===== src/adj_pkg.sv =====
`default_nettype none
// ----------------------------------------------------------------------------
// adj_pkg
// shared types, codes and constants of the adjacency list edge store
// ----------------------------------------------------------------------------
package adj_pkg;

    localparam int DEF_MAX_VERTICES = 64;
    localparam int DEF_MAX_DEGREE   = 16;

    localparam int VERTEX_W = 6;
    localparam int STATUS_W = 2;
    localparam int ODEG_W   = 5;
    localparam int TOTAL_W  = 11;
    localparam int VC_W     = 7;

    localparam logic [VC_W-1:0] VC_RESET = 7'd64;

    localparam int APB_ADDR_W = 3;
    localparam int APB_DATA_W = 32;
    localparam int REG_IDX_W  = APB_ADDR_W - 2;

    localparam logic [REG_IDX_W-1:0] REG_VERTEX_COUNT = 1'd0;

    localparam logic OP_ADD   = 1'b0;
    localparam logic OP_QUERY = 1'b1;

    localparam logic [STATUS_W-1:0] STAT_OK    = 2'd0;
    localparam logic [STATUS_W-1:0] STAT_RANGE = 2'd1;
    localparam logic [STATUS_W-1:0] STAT_FULL  = 2'd2;

    typedef struct packed {
        logic                operation;
        logic [VERTEX_W-1:0] source_vertex;
        logic [VERTEX_W-1:0] target_vertex;
    } in_item_t;

    typedef struct packed {
        logic [STATUS_W-1:0] status;
        logic                edge_found;
        logic [ODEG_W-1:0]   out_degree;
        logic [TOTAL_W-1:0]  edge_total;
    } out_item_t;

    typedef struct packed {
        logic                clear_en;
        logic                accept;
        logic                lookup;
        logic                append;
        logic                scan_start;
        logic                scan_step;
        logic                set_result;
        logic [STATUS_W-1:0] result_status;
        logic                result_found;
        logic                load_out;
    } dp_cmd_t;

    typedef struct packed {
        logic clear_done;
        logic src_ok;
        logic dst_ok;
        logic op_query;
        logic deg_full;
        logic deg_zero;
        logic scan_more;
        logic scan_hit;
        logic out_free;
    } dp_sts_t;

endpackage
`default_nettype wire


===== src/adj_ctrl.sv =====
`default_nettype none
// ----------------------------------------------------------------------------
// adj_ctrl
// sequencer for clearing, lookup, append, successor scan and response
// ----------------------------------------------------------------------------
module adj_ctrl (
    input  wire logic             aclk,
    input  wire logic             aresetn,
    input  wire logic             s_valid,
    output logic                  s_ready,
    input  wire adj_pkg::dp_sts_t sts,
    output adj_pkg::dp_cmd_t      cmd
);
    import adj_pkg::*;

    typedef enum logic [4:0] {
        S_CLEAR   = 5'b00001,
        S_IDLE    = 5'b00010,
        S_LOOKUP  = 5'b00100,
        S_SCAN    = 5'b01000,
        S_RESPOND = 5'b10000
    } state_t;

    state_t state_reg;
    state_t state_next;

    always_comb begin
        cmd        = '0;
        s_ready    = 1'b0;
        state_next = state_reg;
        unique case (state_reg)
            S_CLEAR: begin
                cmd.clear_en = 1'b1;
                if (sts.clear_done) begin
                    state_next = S_IDLE;
                end
            end
            S_IDLE: begin
                s_ready = 1'b1;
                if (s_valid) begin
                    cmd.accept = 1'b1;
                    state_next = S_LOOKUP;
                end
            end
            S_LOOKUP: begin
                cmd.lookup        = 1'b1;
                cmd.set_result    = 1'b1;
                cmd.result_status = STAT_OK;
                state_next        = S_RESPOND;
                if (!sts.src_ok || !sts.dst_ok) begin
                    cmd.result_status = STAT_RANGE;
                end else if (!sts.op_query) begin
                    if (sts.deg_full) begin
                        cmd.result_status = STAT_FULL;
                    end else begin
                        cmd.append = 1'b1;
                    end
                end else if (!sts.deg_zero) begin
                    cmd.set_result = 1'b0;
                    cmd.scan_start = 1'b1;
                    state_next     = S_SCAN;
                end
            end
            S_SCAN: begin
                cmd.result_status = STAT_OK;
                if (sts.scan_hit) begin
                    cmd.set_result   = 1'b1;
                    cmd.result_found = 1'b1;
                    state_next       = S_RESPOND;
                end else if (sts.scan_more) begin
                    cmd.scan_step = 1'b1;
                end else begin
                    cmd.set_result = 1'b1;
                    state_next     = S_RESPOND;
                end
            end
            S_RESPOND: begin
                if (sts.out_free) begin
                    cmd.load_out = 1'b1;
                    state_next   = S_IDLE;
                end
            end
            default: state_next = S_CLEAR;
        endcase
    end

    always_ff @(posedge aclk) begin
        if (!aresetn) begin
            state_reg <= S_CLEAR;
        end else begin
            state_reg <= state_next;
        end
    end

endmodule
`default_nettype wire


===== config.mk =====
export PLATFORM = sky130hd
export DESIGN_NAME = adj_ctrl
export DESIGN_NICKNAME = d
export VERILOG_FILES = /design/src/adj_pkg.sv /design/src/adj_ctrl.sv
export SDC_FILE = /design/constraint.sdc
export NUM_CORES = 1
export LEC_CHECK = 0
export BUFFER_PORTS_ARGS = -buffer_cell sky130_fd_sc_hd__buf_2
export CAP_MARGIN = 20
export CORE_AREA = 5 5 42 44
export DETAILED_ROUTE_END_ITERATION = 6
export DIE_AREA = 0 0 47 49
export PLACE_DENSITY = 0.57
export SYNTH_ARGS = -nofsm -noshare
export SYNTH_HDL_FRONTEND = slang
export SYNTH_SLANG_ARGS = --single-unit

===== constraint.sdc =====
create_clock -name aclk -period 1.69 [get_ports aclk]
set_input_delay 0.338 -clock aclk [delete_from_list [all_inputs] [get_ports aclk]]
set_output_delay 0.338 -clock aclk [all_outputs]
set_load 0.01 [all_outputs]

# ---- Word level (Yosys, flattened, before mapping)
# Index checks and enable logic that the tools add are counted.
dict set report totals {
  memories 0
  ram_bits 0
  reg_bits 5
  latchBits 0
  rom_bits 0
  word_cells 49
}
dict set report op_classes {
  div 0
  n_eq_ne 9
  shift 0
  n_reduce_logical 4
  bitwise_logic 0
  add_sub_neg 0
  n_lt_le_gt_ge 0
  mux 35
  multipliers 0
}
# cell count
set op_table {}
lappend op_table {{2-to-1 mux 5 bit} 8}
lappend op_table {{case mux 5 bit (5 select lines)} 1}
lappend op_table {{2-to-1 mux 1 bit} 20}
lappend op_table {{2-to-1 mux 2 bit} 4}
lappend op_table {{!= test 2 bit (second input constant)} 3}
lappend op_table {{case mux 3 bit (2 select lines)} 1}
lappend op_table {{== test 5 x 1 -> 1 bit (second input constant)} 1}
lappend op_table {{== test 5 x 2 -> 1 bit (second input constant)} 1}
lappend op_table {{== test 5 x 3 -> 1 bit (second input constant)} 1}
lappend op_table {{== test 5 x 4 -> 1 bit (second input constant)} 1}
lappend op_table {{== test 5 bit (second input constant)} 1}
lappend op_table {{AND reduction 4 bit} 1}
lappend op_table {{2-to-1 mux 3 bit} 1}
lappend op_table {{!= test 3 bit (second input constant)} 1}
lappend op_table {{zero test 1 bit} 2}
lappend op_table {{logical OR 1 bit} 1}

# ---- Longest topological paths before layout
dict set report logic_depth {
  word_depth 4
  mapped_depth 4
  mapped_depth_nobuf 4
}

# ---- Worst setup path before layout
# OpenSTA, ideal clock, no wires.
dict set report synth_path {
  path_type {register to output}
  from {reg state_reg[0]}
  to {out cmd[3] (netlist name)}
  n_path_buf 0
  setup_slack_ns 0.072
  path_stages_with_launch 4
  arrival_ns 1.280
  cell_sequence {dfxtp_1 nor2_1 nand4bb_1 nor4b_1}
}
# element line_no
set synth_lines {}
lappend synth_lines {{from (decl)} adj_ctrl.sv:24} ;# state_t state_reg;
lappend synth_lines {{from (signal assigned)} adj_ctrl.sv:91} ;# state_reg <= state_next;
lappend synth_lines {{to (decl)} adj_ctrl.sv:12} ;# output adj_pkg::dp_cmd_t cmd

==> results.md <==
* Worst hold start: sts[8]
* Sequential share of the synthesized area at 0.2667
* Kind of cell adding the most delay to the critical path: simple AND/OR/NAND/NOR gates
* Int Pwr at 0.3995 mW
* Syn Area/Cell at 7.820 sq um
* Fmax at 610.1 MHz
* Die ar. at 2303 sq um
* FP Rows at 14
* Commonest non-fill, non-tap cell in the layout: buf_2
* Worst Path Buf+Inv at 3
* Tcrit/Tclk final at 0.9699
* CP endpoint kind: output pin
* RSZ-0062 raised after global routing: true
* Cells along the critical path: buf_6 -> nor3_4 -> nand3b_1 -> inv_2 -> and2_4 -> buf_6
* Hold path cells at 2
* Worst Path Arrival at 1300 ps
* Reg2Reg Capture Point: state_reg[1]$_SDFFE_PN0P_
* WL final at 1093 um
* CTS Sinks at 5
* H-tree levels at 1
* Area share of the largest cell type after synthesis at 0.2667
* Power density cells at 926.7 nW/um^2
* Largest net degree at the start of global routing at 8
* Area growth, synth to finish at 78.67%
* Worst vdd ir at 0.8239 mV
* Worst Max-Slew Pin Slew at 279.9 ps
* Worst path slowest cell: dfxtp_4
* Place WS at 104.9 ps
* Vias at 484
* FF-to-FF setup slack at 200 ps
* IO Count at 24
* Grt ovf at 0
* Max FO, Critical Path at 4
* Number of synthesis warnings at 0
* Max-slew violation count at 0
* ANT cells at 0
* Final min period at 1639 ps
* Yosys reg bits at 5
* Post-DRT Antenna Nets at 0
* Bufs on Longest Clock Path at 2
* Hold WC Path Type: in2reg
* Final worst slack at 50.79 ps
* Final Skew at 1.290 ps
* Clk pwr share at 0.221
* Number of buffers added on ports at 23
* RR Startpoint: state_reg[1]$_SDFFE_PN0P_
* Post-detail-place hpwl at 874 um
* Die X at 47 um
* Final GP Congestion at 0.7679
* Max FFs per register at 5
* Ranking of synthesized cells by area: dfxtp_1, inv_1, nor3b_1
* Layout cells sized above 1 at 0.5783
* Clock slew seen by the registers of the worst setup and hold paths at 40 ps
* Final setup vio count at 0
* Most frequent cells in the layout: buf_2, buf_4, inv_1
* Unique masters post-synth at 27
* CTS buffer count at 3
* Max_slew headroom at 0.8130
* Seq pwr share at 0.261
* Setup crit start kind: flip-flop
* Initial Utilization at 0.2679
* Mapped Cells at 48
* DR iter-0 viols at 4
* Avg WL per Cell at 11.04 um
* Crit-path max cell delay at 350 ps
* Final nets at 96
* Gr usage total at 0.1028
* Leakage at 0.3353 nW
* Critical path's most frequent cell: buf_6
* Setup_tns at 0 ps
* Synth area leader: dfxtp_1
* Comb pwr share at 0.518
* Vias per inst at 4.889
* Global-route wire length before repair at 1752 um
* Net Sw Frac at 0.3572
* CP Class: reg2out
* CTS Root Cell: clkbuf_4
* CP required at 1350 ps
* Initial antenna violation count at 0
* Final Hold Viols at 0
* Net Count, Synth at 60
* Status: completed
* Max Cap Viol at 0
* Vias in the first global route at 459
* TritonCTS clock tree: yes
* R2R depth at 6
* Core area at 1401 sq um
* Die Ht at 49 um
* Net switching power at 0.2220 mW
* DR DRC count at 0
* Synth Cell Area at 375.4 sq um
* Pre-antenna DRT Iters at 3
* Min-Delay Endpoint: state_reg[0]$_SDFFE_PN1P_
* Clock latency at the later pin of the worst-skew pair at 240 ps
[worst register-to-register path, cell delays in order, from the launching register on]
cell	delay (ps)
dfxtp_1	320
buf_4	160
nor4_4	210
buf_4	150
nand3b_1	100
and3_1	210
a311oi_1	250
[layout make-up]
class | instances | area (sq um)
fillers | 147 | 730.7
well taps | 16 | 20.02
multi-input cells | 37 | 302.8
repair buffers | 31 | 191.4
clock buffers | 4 | 26.28
flip-flops and latches | 5 | 107.6
inverters | 6 | 22.52
[routing by layer]
metal  track usage  share of wire  wire (um)
met1        0.1231           0.43        466
met2        0.1629           0.47        514
met3       0.01107          0.081         88
met4       0.06912          0.022         24
met5             0              0          0
[logic make-up (layout without fill, tap and decap cells)]
logic type      Yosys count  in the layout  share of synthesized area
buf+inv                   6             41                    0.06000
xor+xnor                  1              1                    0.02334
flops                     5              5                     0.2667
compound gates           10             10                     0.1766
simple gates             26             26                     0.4733
[power by group through the flow]
| stage | sequential (mW) | combinational, mW | clock [mW] |
|---|---|---|---|
| after floorplan | 0.179 | 0.146 | 0 |
| after global placement | 0.159 | 0.262 | 0 |
| after detailed placement | 0.157 | 0.265 | 0 |
| after CTS | 0.163 | 0.284 | 0.143 |
| after global routing | 0.166 | 0.355 | 0.148 |
| final | 0.162 | 0.322 | 0.137 |
[cell usage after synthesis (all sizes together)]
library cell	n
nand2	2
a311oi	1
o211ai	2
o21a	2
xor2	1
a31oi	1
and3b	1
dfxtp	5
nor2b	2
nand4	1
o22ai	1
nor2	4
and3	3
nor3b	3
inv	6
nand3b	2
a21oi	1
nor4b	1
nor3	1
nand3	2
nor4	2
nand4bb	1
o21ai	2
and2	1
[timing repair]
item	CTS	global route
cloned	0	0
setup endpoints to repair	7	7
setup buffers	0	4
pin swaps	0	5
hold buffers	0	0
gates resized for setup	9	8
[how the worst max path moves through the flow]
| stage | startpoint | end | depth (start not counted) |
|---|---|---|---|
| global route | state_reg[4]$_SDFFE_PN0P_ | cmd[3] | 4 |
| global placement | state_reg[4]$_SDFFE_PN0P_ | cmd[3] | 4 |
| detailed placement | state_reg[4]$_SDFFE_PN0P_ | cmd[3] | 4 |
| CTS | state_reg[3]$_SDFFE_PN0P_ | cmd[3] | 3 |
| floorplan | state_reg[0]$_SDFFE_PN1P_ | cmd[3] | 3 |
| finish | state_reg[4]$_SDFFE_PN0P_ | cmd[9] | 6 |
[through the flow]
step	utilization	cell area, sq um	instances	total power [mW]	hold WS, ps
finish	0.4786	670.6	99	0.6215	330.5
global route	0.4786	670.6	99	0.6695	345.8
CTS	0.4402	616.8	95	0.5897	331.1
detailed placement	0.3857	540.5	91	0.4218	535.5
global placement	0.3857	540.5	91	0.4211	549.7
floorplan	-	375.4	48	0.3246	426.9
No activity file was read; power rests on OpenSTA's default activity.
