**config.mk**
```make
export PLATFORM = sky130hd
export DESIGN_NAME = adj_cfg
export DESIGN_NICKNAME = d
export VERILOG_FILES = /design/src/adj_pkg.sv /design/src/adj_cfg.sv
export SDC_FILE = /design/constraint.sdc
export NUM_CORES = 1
export LEC_CHECK = 0
export BUFFER_PORTS_ARGS = -buffer_cell sky130_fd_sc_hd__buf_2
export CAP_MARGIN = 30
export CORE_AREA = 2 2 46 48
export CTS_CLUSTER_SIZE = 16
export DETAILED_ROUTE_END_ITERATION = 10
export DIE_AREA = 0 0 48 50
export MAX_ROUTING_LAYER = met4
export PLACE_DENSITY = 0.84
export SYNTH_ARGS = -nofsm -noshare
export SYNTH_HDL_FRONTEND = slang
export SYNTH_SLANG_ARGS = --single-unit
```
**constraint.sdc**
```tcl
create_clock -name aclk -period 1.72 [get_ports aclk]
set_clock_uncertainty 0.2 [all_clocks]
set_input_delay 0.172 -clock aclk [delete_from_list [all_inputs] [get_ports aclk]]
set_output_delay 0.172 -clock aclk [all_outputs]
set_load 0.01 [all_outputs]
```
**src/adj_pkg.sv**
```systemverilog
`default_nettype none
// ----------------------------------------------------------------------------
// adj_pkg
// shared types, codes and constants of the adjacency list edge store
// ----------------------------------------------------------------------------
package adj_pkg;

    localparam int DEF_MAX_VERTICES = 64;
    localparam int DEF_MAX_DEGREE   = 16;

    localparam int VERTEX_W = 6;
    localparam int STATUS_W = 2;
    localparam int ODEG_W   = 5;
    localparam int TOTAL_W  = 11;
    localparam int VC_W     = 7;

    localparam logic [VC_W-1:0] VC_RESET = 7'd64;

    localparam int APB_ADDR_W = 3;
    localparam int APB_DATA_W = 32;
    localparam int REG_IDX_W  = APB_ADDR_W - 2;

    localparam logic [REG_IDX_W-1:0] REG_VERTEX_COUNT = 1'd0;

    localparam logic OP_ADD   = 1'b0;
    localparam logic OP_QUERY = 1'b1;

    localparam logic [STATUS_W-1:0] STAT_OK    = 2'd0;
    localparam logic [STATUS_W-1:0] STAT_RANGE = 2'd1;
    localparam logic [STATUS_W-1:0] STAT_FULL  = 2'd2;

    typedef struct packed {
        logic                operation;
        logic [VERTEX_W-1:0] source_vertex;
        logic [VERTEX_W-1:0] target_vertex;
    } in_item_t;

    typedef struct packed {
        logic [STATUS_W-1:0] status;
        logic                edge_found;
        logic [ODEG_W-1:0]   out_degree;
        logic [TOTAL_W-1:0]  edge_total;
    } out_item_t;

    typedef struct packed {
        logic                clear_en;
        logic                accept;
        logic                lookup;
        logic                append;
        logic                scan_start;
        logic                scan_step;
        logic                set_result;
        logic [STATUS_W-1:0] result_status;
        logic                result_found;
        logic                load_out;
    } dp_cmd_t;

    typedef struct packed {
        logic clear_done;
        logic src_ok;
        logic dst_ok;
        logic op_query;
        logic deg_full;
        logic deg_zero;
        logic scan_more;
        logic scan_hit;
        logic out_free;
    } dp_sts_t;

endpackage
`default_nettype wire

```
**src/adj_cfg.sv**
```systemverilog
`default_nettype none
// ----------------------------------------------------------------------------
// adj_cfg
// apb register file holding the vertex count
// ----------------------------------------------------------------------------
module adj_cfg (
    input  wire logic                             aclk,
    input  wire logic                             aresetn,
    input  wire logic                             psel,
    input  wire logic                             penable,
    input  wire logic                             pwrite,
    input  wire logic [adj_pkg::APB_ADDR_W-1:0]   paddr,
    input  wire logic [adj_pkg::APB_DATA_W-1:0]   pwdata,
    output logic      [adj_pkg::APB_DATA_W-1:0]   prdata,
    output logic                                  pready,
    output logic      [adj_pkg::VC_W-1:0]         vertex_count
);
    import adj_pkg::*;

    logic [VC_W-1:0]      vertex_count_reg;
    logic [VC_W-1:0]      vertex_count_next;
    logic [REG_IDX_W-1:0] reg_idx;
    logic                 wr_en;

    assign reg_idx = paddr[APB_ADDR_W-1:2];
    assign pready  = 1'b1;
    assign wr_en   = psel & penable & pwrite;

    always_comb begin
        vertex_count_next = vertex_count_reg;
        if (wr_en && reg_idx == REG_VERTEX_COUNT) begin
            vertex_count_next = pwdata[VC_W-1:0];
        end
    end

    always_ff @(posedge aclk) begin
        if (!aresetn) begin
            vertex_count_reg <= VC_RESET;
        end else begin
            vertex_count_reg <= vertex_count_next;
        end
    end

    always_comb begin
        prdata = '0;
        unique case (reg_idx)
            REG_VERTEX_COUNT: prdata = APB_DATA_W'(vertex_count_reg);
            default:          prdata = '0;
        endcase
    end

    assign vertex_count = vertex_count_reg;

endmodule
`default_nettype wire

```
# Word level (Yosys, flattened, before mapping)
# Cells that the tools add are included.
[op_classes]
muxes = 1
reduce_logical = 1
n_bitwise = 3
[op_table]
columns = ["op", "n"]
rows = [
  ["two-way mux 7 bit", 1],
  ["bitwise AND 1 bit", 2],
  ["logical AND 1 bit", 1],
  ["inverter 1 bit", 1],
]
[word_totals]
output_inout_bits = 40
reg_bits = 7

# Longest topological paths before layout
# Gate-level depths: netlist of the first run.
[logic_depth]
ltp_word = 3
mapped_depth = 3
ltp_nobuf = 2

# Least setup slack after synthesis of the first run
# OpenSTA, ideal clock, no wires.
[synth_path]
kind = "input to register"
startpoint = "input port paddr[2] in the netlist's numbering"
endpoint = "register vertex_count_reg[0] (netlist: vertex_count[0])"
t_arrival_ps = 700
path_slack_ps = 748
n_path_buf = 1
setup_ps = 72
t_required_ps = 1448
cell_stages = 3
path_cell_list = "and4b_1 > buf_6 > mux2i_1"
[synth_between]
elab_chain_cells = 2
[synth_rtl]
columns = ["element", "line", "source"]
rows = [
  ["start, declared", "adj_cfg.sv:12", "input wire logic [adj_pkg::APB_ADDR_W-1:0] paddr,"],
  ["inverter 1 bit", "n/a", ""],
  ["logical AND 1 bit", "adj_cfg.sv:31", "if (wr_en && reg_idx == REG_VERTEX_COUNT) begin"],
  ["end signal, assigned", "adj_cfg.sv:40", "vertex_count_reg <= vertex_count_next;"],
  ["end, declared", "adj_cfg.sv:20", "logic [VC_W-1:0] vertex_count_reg;"],
]
# No other way between the ends.
# A chain may end at the register's enable or synchronous reset.

# Worst setup path after layout of the first run
[layout_path]
startpoint = "register vertex_count_reg[2] (netlist: vertex_count[2])"
endpoint = "output port prdata[2] in the netlist's numbering"
[layout_between]
elab_chain_cells = 1
[layout_rtl]
columns = ["element", "line", "source"]
rows = [
  ["two-way mux 7 bit", "adj_cfg.sv:46", "unique case (reg_idx)"],
  ["end, declared", "adj_cfg.sv:14", "output logic [adj_pkg::APB_DATA_W-1:0] prdata,"],
]
# No other way between the ends.

==> flow_summary_export.csv, run 1 <==
group,metric,value,unit
floorplan,start_util,0.2928,
worst_setup_path,cp.arrival,880,ps
detailed_routing,ant_nets,0,
synthesis,synth_warnings,0,
power_and_ir_drop,p_leak,0.3880,nW
hold_path,hold_path.class,"in2reg",
grt,grt_pass1_vias,378,
clock_network,cts.path.max_buffers,2,
floorplan,die_y,50,um
floorplan,core,0.001902,mm^2
synthesis,synthesis.area,556.8,um^2
synthesis,synth_seq_area_share,0.2517,
synthesis,synth_seq_cells,7,
power_and_ir_drop,p_int,0.0002885,W
worst_setup_path,critical_path_class,"reg2out",
power_and_ir_drop,clockPowerShare,0.368,
timing,drv_slew,0,
detailed_routing,drt_iter0_markers,0,
floorplan,rows,16,
power_and_ir_drop,ir_drop,0.0002915,V
job,max_cap_viol_count,0,
layout,largest_register_ff_count,7,
clock_network,cts_resized,0,
detailed_routing,wl,987,um
layout,antenna_cells,0,
clock_network,root_buffer,"clkbuf_4",
timing,fin_tns_setup,0,ps
grt,grt_start_max_net_pins,15,
power_and_ir_drop,netSwitchingFraction,0.2729,
floorplan,die_x,48,um
place,port_buffers,26,
clock_network,clock-sinks,7,
timing,period_share,0.7300,
synthesis,synth_top_area_frac,0.3506,
layout,seq_area,140.1,um^2
timing,setup_viol,0,
detailed_routing,drc,0,
power_and_ir_drop,pwr-share-seq,0.424,
clock_network,cts.htree.levels,1,
worst_setup_path,start_kind,"register",
synthesis,syn_avg_cell_area,8.436,um^2
worst_setup_path,required,1350,ps
timing,max_freq,796.4,MHz
synthesis,yosysUniqueCellTypes,10,
detailed_routing,vias,444,
synthesis,synth_cells,66,
worst_setup_path,ff2ff_setup_slack,910,ps
power_and_ir_drop,power_switching,0.0001083,W
worst_setup_path,cp_slowest_cell,"dfxtp_1",
worst_setup_path,r2r-end,"vertex_count[6]",
worst_setup_path,worst_r2r_path_depth,2,
hold_path,worstHoldStart,"aresetn",
grt,grt_usage,0.09078,
grt,antenna_found_initial,0,
detailed_routing,viasPerCell,3.524,
grt,grt_pass1_wl,1442,um
clock_network,worst_skew_pair.late_latency,250,ps
clock_network,cts_setup_buffers,0,
worst_setup_path,endpoint_kind,"output port",
hold_path,holdPathEnd,"vertex_count[2]",
timing,setup_ws,464.4,ps
worst_setup_path,r2r_start,"vertex_count[6]",
power_and_ir_drop,power_density,569.2,mW/mm^2
synthesis,yosys.area.top_type,"buf_4",
clock_network,clk_pin_slew_worst_paths,50,ps
worst_setup_path,path_max_fanout,3,
timing,min_period,1256,ps
place,dp_slack,333.8,ps
floorplan,pin_count,80,
outcome,status,"completed",
detailed_routing,detail_route.first_pass.iterations,1,
timing,grt_setup_unrepaired,"no",
hold_path,min_delay_path_depth,3,
detailed_routing,wl_per_cell,7.833,um
clock_network,cts_tree,"done",
layout,fillerInstances,197,
layout,drive_gt1_frac,0.3636,
grt,overflow,0,
synthesis,ys_top_cells_by_area,"buf_4, dfxtp_1, mux2i_1",
power_and_ir_drop,combPwrFrac,0.207,
place,dp.cells,115,
floorplan,die-area,0.002400,mm^2
place,place_congestion,0.5588,
clock_network,numCtsBuffers,3,
layout,multi_input_comb_area,296.5,um^2
worst_setup_path,crit_chain,"and2b_2 > buf_2",
worst_setup_path,cpPeakStageDelay,320,ps
layout,syn_to_final_growth,25.17,%
layout,nNetsFinal,140,
layout,final_cells,126,
timing,hold_violations,0,
==> stage by stage <==
stage | util | hold WS, ps | power (W) | cell area [um^2]
after floorplan | - | 114.1 | 0.0002625 | 646.9
after global placement | 0.3158 | 220.0 | 0.0002398 | 600.6
after detailed placement | 0.3158 | 228.4 | 0.0002415 | 600.6
after CTS | 0.3664 | 86.34 | 0.0004039 | 696.9
after global routing | 0.3664 | 92.41 | 0.0004292 | 696.9
final | 0.3664 | 92.71 | 0.0003967 | 696.9
==> power groups by stage <==
stage	clock, W	sequential, W	combinational, W
floorplan	0	0.000173	0.0000893
global placement	0	0.000171	0.0000685
detailed placement	0	0.000172	0.0000698
CTS	0.000153	0.000168	0.0000821
global route	0.000166	0.000169	0.0000943
finish	0.000146	0.000168	0.0000823
==> Yosys cell counts, drive strengths merged <==
cell    number
and2b        7
and4b        1
buf         27
clkbuf       1
conb         2
dfxtp        7
mux2i        7
nand2       12
nor2b        2
==> worst max-delay path: cells and delay by family, from the launching register on <==
family                 cells  cell delay [ps]
flip-flops                 1              320
buffers and inverters      1              130
AND/OR/NAND/NOR            1              180
==> cell families (layout without fill, tap and decap cells) <==
logic type    Yosys count  in the layout  share of synthesized area
buf+inv                28             37                     0.3775
flops                   7              7                     0.2517
mux                     7              7                     0.1258
other cells             2             26                    0.01349
simple gates           22             22                     0.2315
==> repair_timing <==
item,CTS,global route
hold buffers,7,0
endpoints found under the hold margin,7,0
setup endpoints to repair,0,0
==> cells in the final DEF (no fill, tap or decap) <==
| cell type | synthesis | routed |
|---|---|---|
| and2b_2 | 7 | 7 |
| and4b_1 | 1 | 1 |
| buf_2 | 0 | 26 |
| clkbuf_1 | 1 | 1 |
| clkbuf_4 | 0 | 3 |
| conb_1 | 2 | 26 |
| dfxtp_1 | 7 | 7 |
| dlygate4sd3_1 | 0 | 7 |
| mux2i_1 | 7 | 7 |
| nand2_1 | 12 | 12 |
| nor2b_1 | 2 | 2 |
==> worst max path at each step <==
| stage | slack (ps) | depth (start not counted) | endpoint | from |
|---|---|---|---|---|
| 2_1_floorplan | 750 | 3 | vertex_count[0] | paddr[2] |
| 3_3_place_gp | 370 | 3 | vertex_count[5] | paddr[2] |
| 3_5_place_dp | 330 | 3 | vertex_count[5] | paddr[2] |
| 4_1_cts | 450 | 2 | prdata[2] | vertex_count[2] |
| 5_1_grt | 420 | 2 | prdata[0] | vertex_count[0] |
| 6_report | 460 | 2 | prdata[2] | vertex_count[2] |
==> metal layers <==
| metal | part of all wire | global-route usage | vias to the layer above |
|---|---|---|---|
| met1 | 0.38 | 0.06828 | 185 |
| met3 | 0.13 | 0.07692 | 0 |
| met4 | 0 | 0 | 0 |
| li1 | - | - | 218 |
| met5 | 0 | - | - |
| met2 | 0.48 | 0.1667 | 41 |
==> cell type report <==
type	instances	area share
Timing Repair Buffer	33	0.2873
Multi-Input combinational cell	55	0.4255
Clock buffer	4	0.03770
Sequential cell	7	0.2011
Tap cell	27	0.04847
Power figures use the tool's default switching activity.
==> run 2: changes to the inputs <==
--- a/config.mk
+++ b/config.mk
@@ -5,14 +5,15 @@
 export SDC_FILE = /design/constraint.sdc
 export NUM_CORES = 1
 export LEC_CHECK = 0
+export ABC_AREA = 1
 export BUFFER_PORTS_ARGS = -buffer_cell sky130_fd_sc_hd__buf_2
 export CAP_MARGIN = 30
-export CORE_AREA = 2 2 46 48
+export CORE_AREA = 2 2 48 50
 export CTS_CLUSTER_SIZE = 16
 export DETAILED_ROUTE_END_ITERATION = 10
-export DIE_AREA = 0 0 48 50
+export DIE_AREA = 0 0 50 52
 export MAX_ROUTING_LAYER = met4
-export PLACE_DENSITY = 0.84
+export PLACE_DENSITY = 0.81
 export SYNTH_ARGS = -nofsm -noshare
 export SYNTH_HDL_FRONTEND = slang
 export SYNTH_SLANG_ARGS = --single-unit
==> constraint.sdc (replaced) <==
create_clock -name aclk -period 1.2 [get_ports aclk]
set_clock_uncertainty 0.2 [all_clocks]
set_input_delay 0.12 -clock aclk [delete_from_list [all_inputs] [get_ports aclk]]
set_output_delay 0.12 -clock aclk [all_outputs]
set_load 0.01 [all_outputs]
==> run 2 against run 1 <==
  * Clock-buffer cell count unchanged
  * First-iteration DRC count grew 2
  * Cell count is 22% higher
  * Core utilization rose by 0.13 points
  * Critical path depth is 1 higher
  * Synthesized area up 7.9%
  * Combinational power rose by 88%
  * Power increased by 55%
  * Final area is 11% higher
  * Critical endpoint is now prdata[5]
==> flow_summary_export.csv, run 2 <==
group,metric,value,unit
outcome,status,"completed",
grt,grt_pass1_vias,411,
worst_setup_path,cp.arrival,850,ps
place,dp.cells,141,
floorplan,die_y,52,um
timing,fin_tns_setup,0,ps
layout,largest_register_ff_count,7,
worst_setup_path,path_max_fanout,3,
worst_setup_path,endpoint_kind,"output port",
place,dp_slack,192.6,ps
synthesis,synth_seq_cells,7,
layout,seq_area,148.9,um^2
worst_setup_path,ff2ff_setup_slack,310,ps
grt,grt_usage,0.09199,
floorplan,die_x,50,um
synthesis,ys_top_cells_by_area,"buf_4, dfxtp_1, nor2_1",
power_and_ir_drop,clockPowerShare,0.341,
detailed_routing,wl_met2,535,um
synthesis,syn_avg_cell_area,6.673,um^2
detailed_routing,top_layer,"met4",
synthesis,yosys.area.top_type,"buf_4",
synthesis,yosysUniqueCellTypes,14,
timing,drv_slew,0,
worst_setup_path,worst_r2r_path_depth,3,
hold_path,worstHoldStart,"pwdata[3]",
power_and_ir_drop,pwr-share-seq,0.405,
power_and_ir_drop,netSwitchingFraction,0.3016,
timing,min_period,1168,ps
floorplan,start_util,0.2852,
floorplan,core,0.002106,mm^2
power_and_ir_drop,power_switching,0.0001849,W
timing,period_share,0.9737,
power_and_ir_drop,ir_drop,0.0005478,V
grt,overflow,0,
floorplan,rows,17,
clock_network,cts.path.max_buffers,2,
detailed_routing,viasPerCell,3.357,
clock_network,clock-sinks,7,
synthesis,synth_common_cells,"buf_4, nor2_1, inv_1",
detailed_routing,drc,0,
detailed_routing,dr_wl_met3,83,um
layout,final_cells,154,
floorplan,die-area,0.002600,mm^2
timing,hold_violations,0,
timing,grt_setup_unrepaired,"yes",
layout,syn_to_final_growth,28.96,%
grt,grt_start_max_net_pins,10,
hold_path,hold_path.class,"in2reg",
layout,fillerInstances,238,
detailed_routing,detail_route.first_pass.iterations,2,
clock_network,worst_skew_pair.late_latency,250,ps
clock_network,numCtsBuffers,3,
detailed_routing,wl,1080,um
synthesis,synth_cells,90,
place,port_buffers,26,
place,place_congestion,0.7833,
power_and_ir_drop,p_int,0.0004281,W
power_and_ir_drop,combPwrFrac,0.253,
synthesis,synthesis.area,600.6,um^2
timing,max_freq,855.9,MHz
clock_network,clk_pin_slew_worst_paths,50,ps
worst_setup_path,start_kind,"register",
grt,antenna_found_initial,0,
place,hpwlAfterDp,888.5,um
worst_setup_path,required,880,ps
synthesis,synth_ff_type,"dfxtp_1",
detailed_routing,vias,517,
layout,nNetsFinal,167,
layout,multi_input_comb_area,289.0,um^2
power_and_ir_drop,p_leak,0.4709,nW
synthesis,yosysMostFrequentCell,"buf_4",
synthesis,async_flop_share,0,
synthesis,synth_seq_area_share,0.2333,
detailed_routing,met1_length,426,um
synthesis,synth_warnings,0,
timing,setup_ws,31.57,ps
layout,drive_gt1_frac,0.3730,
grt,grt_pass1_wl,1669,um
synthesis,synth_edf_count,0,
worst_setup_path,critical_path_class,"reg2out",
clock_network,root_buffer,"clkbuf_4",
detailed_routing,drt_iter0_markers,2,
worst_setup_path,r2r_start,"vertex_count[5]",
layout,antenna_cells,0,
power_and_ir_drop,power_density,791.5,mW/mm^2
detailed_routing,ant_nets,0,
detailed_routing,wl_per_cell,7.013,um
clock_network,cts_tree,"done",
layout,mostFrequentLayoutCells,"conb_1, buf_2, nor2_1",
clock_network,cts.htree.levels,1,
synthesis,synth_top_area_frac,0.3250,
hold_path,min_delay_path_depth,5,
job,max_cap_viol_count,0,
floorplan,pin_count,80,
timing,setup_viol,0,
hold_path,holdPathEnd,"vertex_count[3]",
worst_setup_path,r2r-end,"vertex_count[5]",
[run 2: what timing repair did]
item                                    CTS  global route
buffers inserted                          0             2
hold buffers                              7             0
hold endpoints to repair                  7             0
endpoints found under the setup margin    1             7
resized for setup                         1            10
pin swaps                                 0             1
[run 2: worst max-delay path, stage by stage (launching register included)]
cell	delay (ps)
dfxtp_2	340
inv_2	40
nor2_2	90
buf_2	130
[run 2: logic make-up (layout without fill, tap and decap cells)]
family	Yosys count	count (layout)	synth area share
buffers and inverters	43	55	0.4437
AND/OR/NAND/NOR	37	37	0.3021
flip-flops	7	7	0.2333
other	2	26	0.01250
AO/OA/AOI/OAI	1	1	0.008325
[run 2: worst max-delay path by stage]
stage                    startpoint         endpoint  slack [ps]  depth (start not counted)
floorplan           vertex_count[0]        prdata[0]         300                          2
global placement           paddr[2]  vertex_count[6]         200                          5
detailed placement         paddr[2]  vertex_count[6]         190                          6
CTS                 vertex_count[5]        prdata[5]           6                          3
global route        vertex_count[5]        prdata[5]         -10                          3
finish              vertex_count[5]        prdata[5]          30                          3
[run 2: through the flow]
stage / area [um^2] / hold slack (ps) / utilization / power [W]
after global routing: 774.5 / 40.52 / 0.3678 / 0.0006568
after global placement: 649.4 / 134.7 / 0.3084 / 0.0003841
after floorplan: 690.7 / 4.679 / - / 0.0004073
after detailed placement: 649.4 / 155.9 / 0.3084 / 0.0003854
final: 774.5 / 0.7878 / 0.3678 / 0.0006130
after CTS: 747.0 / 6.073 / 0.3547 / 0.0006098
[run 2: final cells by class]
class,count,area share
Inverter,16,0.07754
Timing Repair Buffer,35,0.2779
Clock buffer,4,0.03393
Tap cell,28,0.04523
Multi-Input combinational cell,64,0.3732
Sequential cell,7,0.1922
[run 2: layer usage]
layer / global-route usage / vias up
met2: 0.1469 / 28
met5: - / -
met1: 0.08997 / 205
met3: 0.02874 / 4
li1: - / 280
met4: 0.08333 / 0
[run 2: power groups by stage]
stage          logic [W]  clock network [W]  registers [W]
2_1_floorplan   0.000152                  0       0.000255
3_3_place_gp    0.000132                  0       0.000252
3_5_place_dp    0.000134                  0       0.000252
4_1_cts         0.000151           0.000212       0.000247
5_1_grt         0.000176           0.000232       0.000249
6_report        0.000155           0.000209       0.000248
